**config.mk**
```make
export PLATFORM = sky130hd
export DESIGN_NAME = html_tag_strip_entity_expand_flat
export DESIGN_NICKNAME = d
export VERILOG_FILES = /design/src/rtl/htse_pkg.sv /design/src/rtl/htse_ifs.sv /design/src/rtl/htse_fifo.sv /design/src/rtl/htse_front.sv /design/src/rtl/htse_back.sv /design/src/rtl/html_tag_strip_entity_expand.sv /design/src/flat_wrapper.sv
export SDC_FILE = /design/constraint.sdc
export NUM_CORES = 1
export LEC_CHECK = 0
export ABC_AREA = 1
export ABC_CLOCK_PERIOD_IN_PS = 8300
export BUFFER_PORTS_ARGS = -buffer_cell sky130_fd_sc_hd__buf_2
export CAP_MARGIN = 20
export CORE_MARGIN = 3
export CORE_UTILIZATION = 35
export DETAILED_ROUTE_END_ITERATION = 10
export REMOVE_ABC_BUFFERS = 1
export SETUP_SLACK_MARGIN = 0.2
export SYNTH_ARGS = -nofsm -noshare
export SYNTH_HDL_FRONTEND = slang
export SYNTH_SLANG_ARGS = --single-unit
```
**constraint.sdc**
```tcl
create_clock -name clk -period 8.3 [get_ports clk]
set_input_delay 1.66 -clock clk [delete_from_list [all_inputs] [get_ports clk]]
set_output_delay 1.66 -clock clk [all_outputs]
set_load 0.01 [all_outputs]
```
**src/rtl/htse_pkg.sv**
```systemverilog
package htse_pkg;

  typedef struct packed {
    logic [7:0] ch;
    logic       has;
    logic       nl;
    logic       last;
  } tok_t;

  localparam int unsigned QDEPTH = 4;

  localparam logic [7:0] CH_LT    = 8'h3C;
  localparam logic [7:0] CH_GT    = 8'h3E;
  localparam logic [7:0] CH_AMP   = 8'h26;
  localparam logic [7:0] CH_SP    = 8'h20;
  localparam logic [7:0] CH_NL    = 8'h0A;
  localparam logic [7:0] CH_TAB   = 8'h09;
  localparam logic [7:0] CH_CR    = 8'h0D;
  localparam logic [7:0] CH_SLASH = 8'h2F;

  localparam logic [15:0] LIMIT_RESET = 16'd32767;

  localparam logic [7:0] ENT_STR [6][6] = '{
    '{"&", "a", "m", "p", ";", 8'h00},
    '{"&", "l", "t", ";", 8'h00, 8'h00},
    '{"&", "g", "t", ";", 8'h00, 8'h00},
    '{"&", "n", "b", "s", "p", ";"},
    '{"&", "q", "u", "o", "t", ";"},
    '{"&", "#", "3", "9", ";", 8'h00}
  };
  localparam logic [2:0] ENT_LEN [6] = '{3'd5, 3'd4, 3'd4, 3'd6, 3'd6, 3'd5};
  localparam logic [7:0] ENT_OUT [6] = '{8'h26, 8'h3C, 8'h3E, 8'h20, 8'h22, 8'h27};

  localparam logic [7:0] OPEN_STR [2][6] = '{
    '{"s", "c", "r", "i", "p", "t"},
    '{"s", "t", "y", "l", "e", 8'h00}
  };
  localparam logic [3:0] OPEN_LEN [2] = '{4'd6, 4'd5};

  localparam logic [7:0] CLOSE_STR [2][8] = '{
    '{"<", "/", "s", "c", "r", "i", "p", "t"},
    '{"<", "/", "s", "t", "y", "l", "e", 8'h00}
  };
  localparam logic [3:0] CLOSE_LEN [2] = '{4'd8, 4'd7};

  function automatic logic [7:0] to_lower(input logic [7:0] c);
    return (c >= "A" && c <= "Z") ? c + 8'd32 : c;
  endfunction

endpackage

```
**src/rtl/htse_ifs.sv**
```systemverilog
interface htse_in_if;
  logic       valid;
  logic       ready;
  logic [7:0] in_byte;
  logic       in_last;
  modport source (output valid, in_byte, in_last, input ready);
  modport sink   (input valid, in_byte, in_last, output ready);
endinterface

interface htse_out_if;
  logic       valid;
  logic       ready;
  logic [7:0] out_byte;
  logic       out_empty;
  logic       out_last;
  modport source (output valid, out_byte, out_empty, out_last, input ready);
  modport sink   (input valid, out_byte, out_empty, out_last, output ready);
endinterface

```
**src/rtl/htse_fifo.sv**
```systemverilog
module htse_fifo (
  input  logic          clk,
  input  logic          rst_n,
  input  logic          push,
  input  htse_pkg::tok_t din,
  output logic          full,
  input  logic          pop,
  output htse_pkg::tok_t dout,
  output logic          empty
);
  import htse_pkg::*;

  localparam int unsigned AW = $clog2(QDEPTH);

  tok_t            mem_r [QDEPTH];
  logic [AW-1:0]   wp_r, wp_nxt;
  logic [AW-1:0]   rp_r, rp_nxt;
  logic [AW:0]     cnt_r, cnt_nxt;

  assign full  = (cnt_r == (AW+1)'(QDEPTH));
  assign empty = (cnt_r == '0);
  assign dout  = mem_r[rp_r];

  always_comb begin
    wp_nxt  = push ? wp_r + 1'b1 : wp_r;
    rp_nxt  = pop ? rp_r + 1'b1 : rp_r;
    cnt_nxt = cnt_r + (AW+1)'(push) - (AW+1)'(pop);
  end

  always_ff @(posedge clk) begin
    if (!rst_n) begin
      wp_r  <= '0;
      rp_r  <= '0;
      cnt_r <= '0;
    end else begin
      wp_r  <= wp_nxt;
      rp_r  <= rp_nxt;
      cnt_r <= cnt_nxt;
    end
    if (push) mem_r[wp_r] <= din;
  end

endmodule

```
**src/rtl/htse_front.sv**
```systemverilog
module htse_front #(
  parameter int unsigned COUNT_BITS = 16
) (
  input  logic           clk,
  input  logic           rst_n,
  htse_in_if.sink        in_ch,
  input  logic [15:0]    output_limit,
  output htse_pkg::tok_t tok,
  output logic           tok_push,
  input  logic           tok_full
);
  import htse_pkg::*;

  localparam int unsigned CMPW = ((COUNT_BITS > 16) ? COUNT_BITS : 16) + 1;

  typedef enum logic [2:0] {
    MODE_TEXT, MODE_LT, MODE_SECOND, MODE_OPENNAME, MODE_TAG, MODE_SKIP, MODE_CLOSE
  } mode_t;

  mode_t                 mode_r, mode_nxt;
  logic [7:0]            tfc_r, tfc_nxt;
  logic [3:0]            cpos_r, cpos_nxt;
  logic [1:0]            ccand_r, ccand_nxt;
  logic [7:0]            prev_r, prev_nxt;
  logic [COUNT_BITS-1:0] kc_r, kc_nxt;

  logic                  acc, run;
  logic [7:0]            c, cl, tc, p0;
  logic                  keep_a, keep_b, hdr, nl;
  logic [7:0]            ch_a;
  logic [COUNT_BITS-1:0] kc_mid;
  logic                  k;
  logic [3:0]            posn;
  logic [1:0]            live;
  logic                  done;

  function automatic logic can_keep(input logic [COUNT_BITS-1:0] kc, input logic [15:0] lim);
    return ((CMPW'(kc) + CMPW'(1)) < CMPW'(lim)) && (kc != '1);
  endfunction

  assign in_ch.ready = !tok_full;
  assign acc         = in_ch.valid && in_ch.ready;
  assign c           = in_ch.in_byte;
  assign cl          = to_lower(c);

  always_comb begin
    mode_nxt  = mode_r;
    tfc_nxt   = tfc_r;
    cpos_nxt  = cpos_r;
    ccand_nxt = ccand_r;
    prev_nxt  = prev_r;
    kc_nxt    = kc_r;
    keep_a    = 1'b0;
    keep_b    = 1'b0;
    ch_a      = CH_NL;
    tc        = c;
    p0        = to_lower(tfc_r);
    hdr       = 1'b0;
    nl        = 1'b0;
    kc_mid    = kc_r;
    k         = 1'b0;
    posn      = cpos_r + 4'd1;
    live      = 2'b00;
    done      = 1'b0;
    run       = acc && can_keep(kc_r, output_limit);

    if (run) begin
      case (mode_r)
        MODE_TEXT: begin
          if (c == CH_LT) begin
            mode_nxt = MODE_LT;
          end else begin
            if (c == CH_TAB || c == CH_CR) tc = CH_SP;
            if (!(tc == CH_SP && kc_r != '0 && prev_r == CH_SP)) begin
              keep_a = 1'b1;
              ch_a   = tc;
            end
          end
        end
        MODE_LT: begin
          if (c == CH_GT) begin
            mode_nxt = MODE_TEXT;
          end else begin
            tfc_nxt  = c;
            mode_nxt = MODE_SECOND;
          end
        end
        MODE_SECOND: begin
          hdr = (p0 == "h") && (c >= "1") && (c <= "6");
          nl  = (p0 == "b" && cl == "r") ||
                (p0 == "p" && (c == CH_GT || c == CH_SP || c == CH_SLASH)) ||
                (p0 == "d") || hdr || (p0 == "l" && cl == "i") || (p0 == "t" && cl == "r");
          keep_a = nl && kc_r != '0 && prev_r != CH_NL;
          kc_mid = kc_r + COUNT_BITS'(keep_a);
          keep_b = hdr && can_keep(kc_mid, output_limit);
          if (c == CH_GT) begin
            mode_nxt = MODE_TEXT;
          end else if (p0 == "s" && (cl == "c" || cl == "t")) begin
            ccand_nxt = (cl == "c") ? 2'd1 : 2'd2;
            cpos_nxt  = 4'd2;
            mode_nxt  = MODE_OPENNAME;
          end else begin
            mode_nxt = MODE_TAG;
          end
        end
        MODE_OPENNAME: begin
          k = (ccand_r == 2'd2);
          if (cpos_r < OPEN_LEN[k] && cl == OPEN_STR[k][cpos_r[2:0]]) begin
            cpos_nxt = posn;
            if (posn == OPEN_LEN[k]) begin
              mode_nxt  = MODE_SKIP;
              cpos_nxt  = 4'd0;
              ccand_nxt = 2'b11;
            end
          end else begin
            mode_nxt  = (c == CH_GT) ? MODE_TEXT : MODE_TAG;
            cpos_nxt  = 4'd0;
            ccand_nxt = 2'b11;
          end
        end
        MODE_SKIP: begin
          if (c == CH_LT) begin
            mode_nxt  = MODE_CLOSE;
            cpos_nxt  = 4'd1;
            ccand_nxt = 2'b11;
          end
        end
        MODE_CLOSE: begin
          for (int i = 0; i < 2; i++) begin
            if (ccand_r[i] && cpos_r < CLOSE_LEN[i] && cl == CLOSE_STR[i][cpos_r[2:0]]) begin
              live[i] = 1'b1;
              if (posn == CLOSE_LEN[i]) done = 1'b1;
            end
          end
          if (done) begin
            mode_nxt  = MODE_TAG;
            cpos_nxt  = 4'd0;
            ccand_nxt = 2'b11;
          end else if (live != 2'b00) begin
            cpos_nxt  = posn;
            ccand_nxt = live;
          end else begin
            ccand_nxt = 2'b11;
            if (c == CH_LT) begin
              cpos_nxt = 4'd1;
            end else begin
              cpos_nxt = 4'd0;
              mode_nxt = MODE_SKIP;
            end
          end
        end
        MODE_TAG: begin
          if (c == CH_GT) mode_nxt = MODE_TEXT;
        end
        default: mode_nxt = MODE_TEXT;
      endcase
      if (keep_b)      prev_nxt = CH_NL;
      else if (keep_a) prev_nxt = ch_a;
      kc_nxt = kc_r + COUNT_BITS'(keep_a) + COUNT_BITS'(keep_b);
    end

    if (acc && in_ch.in_last) begin
      mode_nxt  = MODE_TEXT;
      tfc_nxt   = 8'd0;
      cpos_nxt  = 4'd0;
      ccand_nxt = 2'b11;
      prev_nxt  = 8'd0;
      kc_nxt    = '0;
    end

    tok.ch   = keep_a ? ch_a : CH_NL;
    tok.has  = keep_a || keep_b;
    tok.nl   = keep_a && keep_b;
    tok.last = in_ch.in_last;
    tok_push = acc && (keep_a || keep_b || in_ch.in_last);
  end

  always_ff @(posedge clk) begin
    if (!rst_n) begin
      mode_r  <= MODE_TEXT;
      tfc_r   <= 8'd0;
      cpos_r  <= 4'd0;
      ccand_r <= 2'b11;
      prev_r  <= 8'd0;
      kc_r    <= '0;
    end else begin
      mode_r  <= mode_nxt;
      tfc_r   <= tfc_nxt;
      cpos_r  <= cpos_nxt;
      ccand_r <= ccand_nxt;
      prev_r  <= prev_nxt;
      kc_r    <= kc_nxt;
    end
  end

endmodule

```
**src/rtl/htse_back.sv**
```systemverilog
module htse_back (
  input  logic           clk,
  input  logic           rst_n,
  input  htse_pkg::tok_t q_tok,
  input  logic           q_empty,
  output logic           q_pop,
  htse_out_if.source     out_ch
);
  import htse_pkg::*;

  typedef enum logic [1:0] {PH_CHAR, PH_FLUSH, PH_END} phase_t;

  phase_t     phase_r, phase_nxt;
  logic       cur_v_r, cur_v_nxt;
  logic [7:0] cur_ch_r, cur_ch_nxt;
  logic       cur_nl_r, cur_nl_nxt;
  logic       cur_last_r, cur_last_nxt;
  logic [2:0] idx_r, idx_nxt;
  logic [7:0] pend_r [5];
  logic [2:0] plen_r, plen_nxt;
  logic [5:0] cand_r, cand_nxt;
  logic       out_v_r, out_v_nxt;
  logic [7:0] out_byte_r, out_byte_nxt;
  logic       out_empty_r, out_empty_nxt;
  logic       out_last_r, out_last_nxt;

  logic       out_free, step, fin, consumed, load;
  logic       emit, e_empty, e_last;
  logic [7:0] e_byte;
  logic       pend_we;
  logic [2:0] pend_wa;
  logic [5:0] m, dn;
  logic [7:0] dn_out;

  assign out_ch.valid     = out_v_r;
  assign out_ch.out_byte  = out_byte_r;
  assign out_ch.out_empty = out_empty_r;
  assign out_ch.out_last  = out_last_r;
  assign out_free         = !out_v_r || out_ch.ready;
  assign step             = cur_v_r && out_free;

  always_comb begin
    m      = '0;
    dn     = '0;
    dn_out = 8'd0;
    for (int e = 0; e < 6; e++) begin
      if (cand_r[e] && plen_r < ENT_LEN[e] && ENT_STR[e][plen_r] == cur_ch_r) begin
        m[e] = 1'b1;
        if (plen_r + 3'd1 == ENT_LEN[e]) begin
          dn[e]  = 1'b1;
          dn_out = ENT_OUT[e];
        end
      end
    end
  end

  always_comb begin
    phase_nxt    = phase_r;
    cur_v_nxt    = cur_v_r;
    cur_ch_nxt   = cur_ch_r;
    cur_nl_nxt   = cur_nl_r;
    cur_last_nxt = cur_last_r;
    idx_nxt      = idx_r;
    plen_nxt     = plen_r;
    cand_nxt     = cand_r;
    emit         = 1'b0;
    e_byte       = 8'd0;
    e_empty      = 1'b0;
    e_last       = 1'b0;
    fin          = 1'b0;
    consumed     = 1'b0;
    pend_we      = 1'b0;
    pend_wa      = plen_r;

    if (step) begin
      unique case (phase_r)
        PH_CHAR: begin
          if (plen_r == 3'd0) begin
            consumed = 1'b1;
            if (cur_ch_r == CH_AMP) begin
              pend_we  = 1'b1;
              plen_nxt = 3'd1;
              cand_nxt = 6'h3F;
            end else begin
              emit   = 1'b1;
              e_byte = cur_ch_r;
            end
          end else if (dn != '0) begin
            consumed = 1'b1;
            emit     = 1'b1;
            e_byte   = dn_out;
            plen_nxt = 3'd0;
            cand_nxt = '0;
          end else if (m != '0) begin
            consumed = 1'b1;
            pend_we  = 1'b1;
            plen_nxt = plen_r + 3'd1;
            cand_nxt = m;
          end else begin
            phase_nxt = PH_FLUSH;
            idx_nxt   = 3'd0;
          end
          if (consumed) begin
            if (cur_nl_r) begin
              cur_ch_nxt = CH_NL;
              cur_nl_nxt = 1'b0;
            end else if (!cur_last_r) begin
              fin = 1'b1;
            end else if (plen_nxt == 3'd0) begin
              fin    = 1'b1;
              e_last = 1'b1;
            end else begin
              phase_nxt = PH_END;
              idx_nxt   = 3'd0;
            end
          end
        end
        PH_FLUSH: begin
          emit   = 1'b1;
          e_byte = pend_r[idx_r];
          if (idx_r + 3'd1 == plen_r) begin
            plen_nxt  = 3'd0;
            cand_nxt  = '0;
            idx_nxt   = 3'd0;
            phase_nxt = PH_CHAR;
          end else begin
            idx_nxt = idx_r + 3'd1;
          end
        end
        PH_END: begin
          emit = 1'b1;
          if (plen_r == 3'd0) begin
            e_empty = 1'b1;
            e_last  = 1'b1;
            fin     = 1'b1;
          end else begin
            e_byte = pend_r[idx_r];
            if (idx_r + 3'd1 == plen_r) begin
              e_last   = 1'b1;
              fin      = 1'b1;
              plen_nxt = 3'd0;
              cand_nxt = '0;
              idx_nxt  = 3'd0;
            end else begin
              idx_nxt = idx_r + 3'd1;
            end
          end
        end
        default: phase_nxt = PH_CHAR;
      endcase
    end

    load  = !cur_v_r || fin;
    q_pop = load && !q_empty;
    if (q_pop) begin
      cur_v_nxt    = 1'b1;
      cur_ch_nxt   = q_tok.ch;
      cur_nl_nxt   = q_tok.nl;
      cur_last_nxt = q_tok.last;
      phase_nxt    = q_tok.has ? PH_CHAR : PH_END;
      idx_nxt      = 3'd0;
    end else if (fin) begin
      cur_v_nxt = 1'b0;
    end

    out_v_nxt     = out_v_r;
    out_byte_nxt  = out_byte_r;
    out_empty_nxt = out_empty_r;
    out_last_nxt  = out_last_r;
    if (emit) begin
      out_v_nxt     = 1'b1;
      out_byte_nxt  = e_byte;
      out_empty_nxt = e_empty;
      out_last_nxt  = e_last;
    end else if (out_ch.ready) begin
      out_v_nxt = 1'b0;
    end
  end

  always_ff @(posedge clk) begin
    if (!rst_n) begin
      phase_r <= PH_CHAR;
      cur_v_r <= 1'b0;
      idx_r   <= 3'd0;
      plen_r  <= 3'd0;
      cand_r  <= '0;
      out_v_r <= 1'b0;
    end else begin
      phase_r <= phase_nxt;
      cur_v_r <= cur_v_nxt;
      idx_r   <= idx_nxt;
      plen_r  <= plen_nxt;
      cand_r  <= cand_nxt;
      out_v_r <= out_v_nxt;
    end
    cur_ch_r    <= cur_ch_nxt;
    cur_nl_r    <= cur_nl_nxt;
    cur_last_r  <= cur_last_nxt;
    out_byte_r  <= out_byte_nxt;
    out_empty_r <= out_empty_nxt;
    out_last_r  <= out_last_nxt;
    if (pend_we) pend_r[pend_wa] <= cur_ch_r;
  end

endmodule

```
**src/rtl/html_tag_strip_entity_expand.sv**
```systemverilog
// HTML to plain text, one document byte per beat on in_ch, text bytes on out_ch.
// The parser takes a byte every cycle while its four-entry queue has room; the
// decoder behind it sends at most one output byte per cycle from its output register while out_ch is ready.
// An entity prefix that fails to match is sent from its buffer (up to five bytes)
// before the failing byte is retried, and a prefix still buffered at in_last is
// sent after it, with out_last set on the final byte of the prefix.
// A document that yields no text ends with one beat that has out_empty and
// out_last set.
// The user writes output_limit through cfg_we/cfg_wdata only while no document is in flight; not enforced.
module html_tag_strip_entity_expand #(
  parameter int unsigned COUNT_BITS = 16
) (
  input  logic        clk,
  input  logic        rst_n,
  htse_in_if.sink     in_ch,
  htse_out_if.source  out_ch,
  input  logic        cfg_we,
  input  logic [15:0] cfg_wdata
);
  import htse_pkg::*;

  logic [15:0] limit_r;
  tok_t        f_tok, q_tok;
  logic        f_push, q_full, q_pop, q_empty;

  always_ff @(posedge clk) begin
    if (!rst_n) begin
      limit_r <= LIMIT_RESET;
    end else if (cfg_we) begin
      limit_r <= cfg_wdata;
    end
  end

  htse_front #(.COUNT_BITS(COUNT_BITS)) u_front (
    .clk          (clk),
    .rst_n        (rst_n),
    .in_ch        (in_ch),
    .output_limit (limit_r),
    .tok          (f_tok),
    .tok_push     (f_push),
    .tok_full     (q_full)
  );

  htse_fifo u_fifo (
    .clk   (clk),
    .rst_n (rst_n),
    .push  (f_push),
    .din   (f_tok),
    .full  (q_full),
    .pop   (q_pop),
    .dout  (q_tok),
    .empty (q_empty)
  );

  htse_back u_back (
    .clk     (clk),
    .rst_n   (rst_n),
    .q_tok   (q_tok),
    .q_empty (q_empty),
    .q_pop   (q_pop),
    .out_ch  (out_ch)
  );

endmodule

```
**src/flat_wrapper.sv**
```systemverilog
// flat-port wrapper written by rule: the top's interface ports become plain ports
module html_tag_strip_entity_expand_flat import htse_pkg::*;
#(
  parameter int unsigned COUNT_BITS = 16
)
  (clk, rst_n, cfg_we, cfg_wdata, in_ch_valid, in_ch_in_byte, in_ch_in_last, in_ch_ready, out_ch_valid, out_ch_out_byte, out_ch_out_empty, out_ch_out_last, out_ch_ready);
  htse_in_if in_ch_i ();
  htse_out_if out_ch_i ();
  input  logic clk;
  input  logic rst_n;
  input  logic cfg_we;
  input  logic [15:0] cfg_wdata;
  input wire logic [$bits(in_ch_i.valid)-1:0] in_ch_valid;
  input wire logic [$bits(in_ch_i.in_byte)-1:0] in_ch_in_byte;
  input wire logic [$bits(in_ch_i.in_last)-1:0] in_ch_in_last;
  output wire logic [$bits(in_ch_i.ready)-1:0] in_ch_ready;
  output wire logic [$bits(out_ch_i.valid)-1:0] out_ch_valid;
  output wire logic [$bits(out_ch_i.out_byte)-1:0] out_ch_out_byte;
  output wire logic [$bits(out_ch_i.out_empty)-1:0] out_ch_out_empty;
  output wire logic [$bits(out_ch_i.out_last)-1:0] out_ch_out_last;
  input wire logic [$bits(out_ch_i.ready)-1:0] out_ch_ready;
  assign in_ch_i.valid = in_ch_valid;
  assign in_ch_i.in_byte = in_ch_in_byte;
  assign in_ch_i.in_last = in_ch_in_last;
  assign in_ch_ready = in_ch_i.ready;
  assign out_ch_valid = out_ch_i.valid;
  assign out_ch_out_byte = out_ch_i.out_byte;
  assign out_ch_out_empty = out_ch_i.out_empty;
  assign out_ch_out_last = out_ch_i.out_last;
  assign out_ch_i.ready = out_ch_ready;
  html_tag_strip_entity_expand #(.COUNT_BITS(COUNT_BITS)) u_core (.clk(clk), .rst_n(rst_n), .in_ch(in_ch_i), .out_ch(out_ch_i), .cfg_we(cfg_we), .cfg_wdata(cfg_wdata));
endmodule
```
==> flow_summary.rst, run 1 <==
.. list-table::
   :header-rows: 1

   * - Metric
     - Value
   * - Maximum number of pins on one net before global-route repair
     - 31
   * - Insertion delay of the later-clocked pin in the worst-skew pair
     - roughly 0.44 ns
   * - Final Setup Violations
     - 0
   * - Final hold viol count
     - 0
   * - Number of remaining DRC errors
     - 0
   * - Skew final
     - roughly 0.012 ns
   * - Area leader, netlist
     - edfxtp_1
   * - Most instantiated library cell after synthesis
     - nand2_1
   * - Total CTS buffers
     - 17
   * - Area share of the largest cell type after synthesis
     - roughly 26%
   * - Max cap viols
     - 0
   * - Total overflow reported by the global router
     - 0
   * - Antenna violations before repair
     - 0
   * - Clock tree from TritonCTS
     - done
   * - Fill cell instance count of the final layout
     - between 3000 and 4000
   * - Die Outline Area
     - roughly 37000 um^2
   * - Antenna violation net count after detailed routing
     - 0
   * - Sum of routed wire length over all layers
     - 31700 um
   * - Setup repair after global routing missed its margin
     - no
   * - Switching power as a share of total power
     - 36.1%
   * - Cell at the root of the clock tree
     - clkbuf_16
   * - Worst min path class
     - flop to flop
   * - Clock Sink Count
     - ~190
   * - Wire length of the first global-routing pass
     - a little over 50000 um
   * - Total track usage
     - 17.5%
   * - Port Buf Inserts
     - just over 40
   * - Crit path max fanout
     - 9
   * - Hold Crit Start
     - u_core.u_front.tfc_r[7]$_SDFFE_PP0P_
   * - Maximum cell stage delay along the critical path
     - around 0.43 ns
   * - Most frequent cells after synthesis
     - 307 x nand2_1, 189 x inv_1, 183 x nor2_1
   * - Number of enable flip-flop cells after synthesis
     - 104
   * - Wire per inst
     - 15.3 um
   * - Total I/O pin count
     - 42
   * - Max Freq
     - around 140 MHz
   * - Synth Cell Area
     - roughly 12000 um^2
   * - Register-to-register path setup slack
     - 2.35 ns
   * - Cell types occupying the most area after synthesis
     - edfxtp_1 26%, dfxtp_1 14%, nand2_1 9.4%, ha_1 8.0%, inv_1 5.8%
   * - Hold endpoint
     - u_core.u_front.tfc_r[7]$_SDFFE_PP0P_
   * - Placed insts
     - between 2000 and 2500
   * - FP Rows
     - 67
   * - Max-Slew Margin vs Limit
     - ~28%
   * - Share of cells above drive strength 1
     - under 10%
   * - Fraction of synthesis flops using an asynchronous set or reset pin
     - 0%
   * - Final total negative setup slack
     - 0 ns
   * - Cells after Synth
     - between 1500 and 2000
   * - Crit Reg-Reg Startpoint
     - u_core.u_front.tfc_r[3]$_SDFFE_PP0P_
   * - Sequential Power Share
     - between 40 and 50%
   * - WHS Path Cells
     - 2
   * - Master of the slowest instance on the critical path
     - fa_1
   * - Shortest period the worst path allows
     - roughly 7.4 ns
   * - Ratio of final minimum period to clock period
     - 88.7%
   * - Register bit count reported by yosys
     - 189
   * - Top cell family by delay on the critical path
     - simple AND/OR/NAND/NOR gates
   * - Data arrival, critical path
     - approximately 7.7 ns
   * - Power per cell area
     - ~220 nW/um^2
   * - Comb pwr share
     - approximately a quarter
   * - Worst-margin pin slew
     - around 1.1 ns
   * - CTS HTree Levels
     - 4
   * - Terminus of the critical flop-to-flop path
     - u_core.u_front.kc_r[10]$_SDFFE_PP0P_
   * - Post-layout nets
     - around 1700
   * - Sequential fraction of the synthesis area
     - approximately two fifths
   * - Number of iterations in the first detailed-routing pass
     - 7
   * - Max Buffers Root-to-Sink
     - 2
   * - Leak
     - a little under 6 nW
   * - Top cell by count, worst path
     - nand2_1
   * - Horizontal die dimension
     - a little under 200 um
   * - Starting density of the core
     - a little over a third
   * - Synth cell types
     - 56
   * - Psw
     - 1.06 mW
   * - Number of cells on the worst reg-to-reg path
     - 43
   * - Clock transition at the registers of the reported paths
     - 0.07 ns
   * - Cts-stage hold buffer count
     - 0
   * - Type of origin of the critical path
     - input pin
   * - Top_reg_cell synth
     - edfxtp_1
   * - Die Ht
     - just under 200 um
   * - Number of antenna diodes
     - 0
   * - Kind of end point of the critical path
     - flop
   * - Routability Congestion
     - around 0.95
   * - Result of the run
     - complete, no violations
   * - Proportion of power drawn by the clock network
     - 28.8%
   * - Critical path buffers and inverters
     - 10
   * - Layout overhead on the synthesized area
     - 9.73%
   * - Largest voltage drop on the vdd net
     - between 0.15 and 0.2 mV
   * - Number of vias in the routed layout
     - just over 10000
   * - Via density per instance
     - about 5
   * - Floorplan core area
     - 34000 um^2
   * - Internal power consumption
     - ~1.9 mW
   * - Number of global-route vias before repair
     - roughly 10000
   * - Yosys warnings
     - 0
   * - Total count of max-transition violations in the final report
     - 0
   * - Count of non-filler cells in the finished layout
     - between 2000 and 2500
   * - WS Path Type
     - input pin to flop
   * - Average instance area after synthesis
     - approximately 7.7 um^2
   * - Detailed placement HPWL
     - approximately 24000 um
   * - Data required, critical path
     - 8.59 ns
   * - Detailed Route Iter0 Violations
     - roughly 750
## through the flow
step           worst slack, ns  total power [mW]  util (%)  hold slack [ns]  area, um^2
2_1_floorplan             1.55              1.82         -            0.432       11900
3_3_place_gp             0.505              2.11      37.6            0.452       12800
4_1_cts                  0.904              2.97      39.4            0.458       13400
6_report                 0.939              2.94      39.4            0.457       13400
5_1_grt                  0.229              3.13      39.4            0.495       13400
3_5_place_dp             0.453              2.12      37.6            0.447       12800
## metal layers
| layer | vias up | wire length (um) | global-route usage (%) |
|---|---|---|---|
| li1 | 5330 | - | - |
| met1 | 4772 | 14600 | 22.9 |
| met2 | 240 | 15200 | 29.9 |
| met3 | 41 | 1230 | 2.63 |
| met4 | 0 | 587 | 4.96 |
| met5 | - | 0 | 0 |
## how the worst max path moves through the flow
stage | startpoint | end | slack (ns) | cells after the start
after CTS | in_ch_in_byte[0] | u_core.u_front.kc_r[10]$_SDFFE_PP0P_ | 0.90 | 47
final | in_ch_in_byte[1] | u_core.u_front.kc_r[10]$_SDFFE_PP0P_ | 0.94 | 47
after global placement | in_ch_in_byte[0] | u_core.u_front.kc_r[10]$_SDFFE_PP0P_ | 0.50 | 47
after global routing | in_ch_in_byte[1] | u_core.u_front.kc_r[10]$_SDFFE_PP0P_ | 0.23 | 47
after floorplan | in_ch_in_byte[0] | u_core.u_front.kc_r[10]$_SDFFE_PP0P_ | 1.55 | 46
after detailed placement | in_ch_in_byte[3] | u_core.u_front.kc_r[10]$_SDFFE_PP0P_ | 0.45 | 47
## state kept, by name, indices dropped and copies added (netlist names), 3 cells and up, named ones only
| signal | count |
|---|---|
| u_core.u_front.prev_r | 8 |
| u_core.u_fifo.mem_r | 44 |
| u_core.u_back.out_ch.out_byte | 8 |
| u_core.u_back.cur_ch_r | 8 |
| u_core.u_back.idx_r | 3 |
| u_core.limit_r | 16 |
| u_core.u_back.pend_wa | 3 |
| u_core.u_front.tfc_r | 8 |
| u_core.u_back.pend_r | 40 |
| u_core.u_front.mode_r | 3 |
| u_core.u_fifo.cnt_r | 3 |
| u_core.u_front.cpos_r | 4 |
| u_core.u_front.kc_r | 16 |
| u_core.u_back.cand_r | 6 |
## worst register-to-register path, delay by kind of cell, from the launching register on
| kind | cells | cell delay [ns] |
|---|---|---|
| buffers and inverters | 8 | 0.70 |
| adders and majority gates | 5 | 1.35 |
| and+or+nand+nor | 25 | 2.47 |
| xor gates and xnor gates | 1 | 0.15 |
| AOI/OAI and AO/OA | 4 | 0.71 |
| DFF | 1 | 0.41 |
## cell families after synthesis
family / count (synthesis) / share of synthesized area, %
and+or+nand+nor: 721 / 26.3
AOI/OAI and AO/OA: 289 / 13.1
buffers and inverters: 251 / 8.31
DFF: 189 / 39.5
adders and majority gates: 80 / 8.33
xor gates and xnor gates: 61 / 4.44
## layout make-up
type / count / area (um^2) / area share, %
clock buffer: 21 / 482 / 3.60
tap: 448 / 561 / 4.19
sequential: 189 / 4820 / 36.0
multi-input combinational: 1151 / 6380 / 47.6
clock inverter: 11 / 121 / 0.907
timing repair buffer: 51 / 280 / 2.09
inverter: 198 / 743 / 5.55
## layout by cell type, fill, tap and decap left out, types with 18 or more instances in the layout
cell,netlist,layout
nand2_1,307,307
inv_1,189,187
nor2_1,183,182
a21oi_1,136,136
edfxtp_1,104,104
o21ai_0,102,102
nand3_1,99,99
dfxtp_1,85,85
ha_1,78,78
xor2_1,48,48
nor3_1,43,43
buf_2,13,41
clkbuf_16,0,18
## power groups by stage
stage	logic [mW]	clock network (mW)	registers, mW
after floorplan	0.534	0	1.29
after global placement	0.767	0	1.34
after detailed placement	0.776	0	1.35
after CTS	0.781	0.866	1.32
after global routing	0.884	0.905	1.34
final	0.771	0.846	1.32
## what timing repair did
action	4_1_cts	5_1_grt
setup endpoints to repair	0	2
buffers inserted	0	0
resized for setup	0	4
Power figures use the tool's default switching activity.
==> inputs of run 2 (changes only) <==
- CELL_PAD_IN_SITES_DETAIL_PLACEMENT: not set -> 1
- CELL_PAD_IN_SITES_GLOBAL_PLACEMENT: not set -> 2
- HOLD_SLACK_MARGIN: not set -> 0.03
- PLACE_DENSITY: not set -> 0.76
==> flow_summary.rst, run 2 (same netlist as run 1, synthesis figures left out) <==
.. list-table::
   :header-rows: 1

   * - Metric
     - Value
   * - Result of the run
     - complete, no violations (unchanged)
   * - Leading cell type in the layout, fill and taps excluded
     - nand2_1 (unchanged)
   * - Total overflow reported by the global router
     - 0 (unchanged)
   * - Footprint of the multi-input gates
     - 6390 um^2 (was 6380 um^2)
   * - Detailed placement HPWL
     - 28000 um (was 23700 um)
   * - Top cell family by delay on the critical path
     - simple AND/OR/NAND/NOR gates (unchanged)
   * - Wire per inst
     - 17.7 um (was 15.3 um)
   * - WS Path Type
     - input pin to flop (unchanged)
   * - Type of origin of the critical path
     - input pin (unchanged)
   * - Number of remaining DRC errors
     - 0 (unchanged)
   * - Number of flip-flops under the largest register name
     - 44 (unchanged)
   * - CTS HTree Levels
     - 4 (unchanged)
   * - Final hold viol count
     - 0 (unchanged)
   * - Top flop regs
     - u_core.u_fifo.mem_r x44, u_core.u_back.pend_r x40 (unchanged)
   * - Post-layout nets
     - 1723 (was 1718)
   * - Fill cell instance count of the final layout
     - 4205 (was 3524)
   * - Wire length of the first global-routing pass
     - 58200 um (was 51600 um)
   * - Insertion delay of the later-clocked pin in the worst-skew pair
     - 0.45 ns (was 0.44 ns)
   * - Data required, critical path
     - 8.63 ns (was 8.59 ns)
   * - Fraction of the core area covered by cells at the end of the flow
     - 39.5% (was 39.4%)
   * - Setup repair after global routing missed its margin
     - no (unchanged)
   * - Antenna violations before repair
     - 0 (unchanged)
   * - Max Buffers Root-to-Sink
     - 2 (unchanged)
   * - Final total negative setup slack
     - 0 ns (unchanged)
   * - Top cell by count, worst path
     - nand2_1 (unchanged)
   * - FP Rows
     - 67 (unchanged)
   * - Via density per instance
     - 5.08 (was 5.02)
   * - Kind of end point of the critical path
     - flop (unchanged)
   * - Commonest cells after routing, fill and taps aside
     - 307 x nand2_1, 189 x inv_1, 182 x nor2_1 (was 307 x nand2_1, 187 x inv_1, 182 x nor2_1)
   * - Antenna violation net count after detailed routing
     - 0 (unchanged)
   * - Clock tree from TritonCTS
     - done (unchanged)
   * - Port Buf Inserts
     - 41 (unchanged)
   * - Routability Congestion
     - 0.894 (was 0.952)
   * - Skew final
     - 0.0153 ns (was 0.0121 ns)
   * - Cell at the root of the clock tree
     - clkbuf_16 (unchanged)
   * - Max-Slew Margin vs Limit
     - 42.6% (was 28.0%)
   * - Die Outline Area
     - 37100 um^2 (unchanged)
   * - Register-to-register path setup slack
     - 2.09 ns (was 2.35 ns)
   * - Non-Filler Cell Area, Final
     - 13400 um^2 (about the same)
   * - Ratio of final minimum period to clock period
     - 88.8% (was 88.7%)
   * - Critical path buffers and inverters
     - 9 (was 10)
   * - Cts-stage hold buffer count
     - 0 (unchanged)
   * - Max Freq
     - 136 MHz (about the same)
   * - Power per cell area
     - 220 nW/um^2 (about the same)
   * - Leak
     - 5.83 nW (was 5.81 nW)
   * - Detailed Route Iter0 Violations
     - 467 (was 749)
   * - Maximum number of pins on one net before global-route repair
     - 31 (unchanged)
   * - Number of global-route vias before repair
     - 10800 (was 9996)
   * - Worst-margin pin slew
     - 0.860 ns (was 1.07 ns)
   * - Final critical-path setup slack
     - 0.933 ns (was 0.939 ns)
   * - Largest voltage drop on the vdd net
     - 0.171 mV (was 0.164 mV)
   * - Number of vias in the routed layout
     - 10500 (was 10400)
   * - Worst-case setup slack after placement
     - 0.283 ns (was 0.453 ns)
   * - Power consumption
     - 2.96 mW (was 2.94 mW)
   * - Total track usage
     - 20.1% (was 17.5%)
   * - Most flops, register
     - u_core.u_fifo.mem_r (unchanged)
   * - Worst min path class
     - flop to flop (unchanged)
   * - Layout overhead on the synthesized area
     - 10.0% (was 9.73%)
   * - Die Ht
     - 193 um (unchanged)
   * - Horizontal die dimension
     - 193 um (unchanged)
   * - Final Setup Violations
     - 0 (unchanged)
   * - Master of the slowest instance on the critical path
     - fa_1 (unchanged)
   * - Clock transition at the registers of the reported paths
     - 0.08 ns (was 0.07 ns)
   * - Total I/O pin count
     - 42 (unchanged)
   * - Starting density of the core
     - 35.9% (unchanged)
   * - Number of iterations in the first detailed-routing pass
     - 5 (was 7)
   * - Sum of routed wire length over all layers
     - 36600 um (was 31700 um)
   * - Max cap viols
     - 0 (unchanged)
   * - Number of antenna diodes
     - 0 (unchanged)
   * - Total count of max-transition violations in the final report
     - 0 (unchanged)
   * - Register area
     - 4820 um^2 (unchanged)
   * - Data arrival, critical path
     - 7.70 ns (was 7.65 ns)
   * - Shortest period the worst path allows
     - 7.37 ns (was 7.36 ns)
   * - Share of cells above drive strength 1
     - 9.59% (was 9.25%)
   * - Clock Sink Count
     - 189 (unchanged)
   * - Floorplan core area
     - 34000 um^2 (unchanged)
   * - Total CTS buffers
     - 17 (unchanged)
   * - Maximum cell stage delay along the critical path
     - 0.43 ns (about the same)
   * - Area of placed instances
     - 12800 um^2 (about the same)
   * - Crit path max fanout
     - 9 (unchanged)
==> run 2: power breakdown <==
part | switching, mW | leakage, nW | internal [mW]
registers | 0.144 | 1.66 | 1.17
logic | 0.551 | 3.88 | 0.252
clock network | 0.411 | 0.292 | 0.431
total | 1.11 | 5.83 | 1.85
==> run 2: routing by layer <==
| metal | vias to the layer above | track usage (%) | part of all wire [%] |
|---|---|---|---|
| met4 | 0 | 4.65 | 1.2 |
| met2 | 132 | 35.9 | 50 |
| met5 | - | 0 | 0 |
| met3 | 26 | 2.63 | 2.5 |
| li1 | 5331 | - | - |
| met1 | 5048 | 25.9 | 46 |
==> run 2: final timing paths <==
kind                                              from                              endpoint  depth (start not counted)
setup / recovery                      in_ch_in_byte[3]   u_core.u_front.kc_r[8]$_SDFFE_PP0P_                         47
hold / removal    u_core.u_front.tfc_r[7]$_SDFFE_PP0P_  u_core.u_front.tfc_r[7]$_SDFFE_PP0P_                          2
setup reg to reg  u_core.u_front.tfc_r[2]$_SDFFE_PP0P_   u_core.u_front.kc_r[8]$_SDFFE_PP0P_                         44
hold reg to reg   u_core.u_front.tfc_r[7]$_SDFFE_PP0P_  u_core.u_front.tfc_r[7]$_SDFFE_PP0P_                          2
==> run 2: final cells by class <==
cell class	instances	area share [%]
Inverter	198	5.54
Sequential cell	189	35.9
Clock inverter	15	1.26
Clock buffer	17	3.17
Timing Repair Buffer	56	2.35
Tap cell	448	4.18
Multi-Input combinational cell	1151	47.6
==> run 2: repair_timing <==
action	4_1_cts	5_1_grt
endpoints found under the setup margin	0	3
gates resized for setup	0	3
hold endpoints to repair	0	0
buffers inserted	0	0
==> run 2: stage by stage <==
step | hold slack (ns) | std cells
floorplan | 0.432 | 1538
global placement | 0.463 | 2040
detailed placement | 0.473 | 2040
CTS | 0.485 | 2072
global route | 0.505 | 2074
finish | 0.476 | 2074
==> run 2: tightest hold or removal path, cell delays in order (launching register included) <==
cell,delay [ns]
dfxtp_1,0.30
inv_1,0.07
a21oi_1,0.06
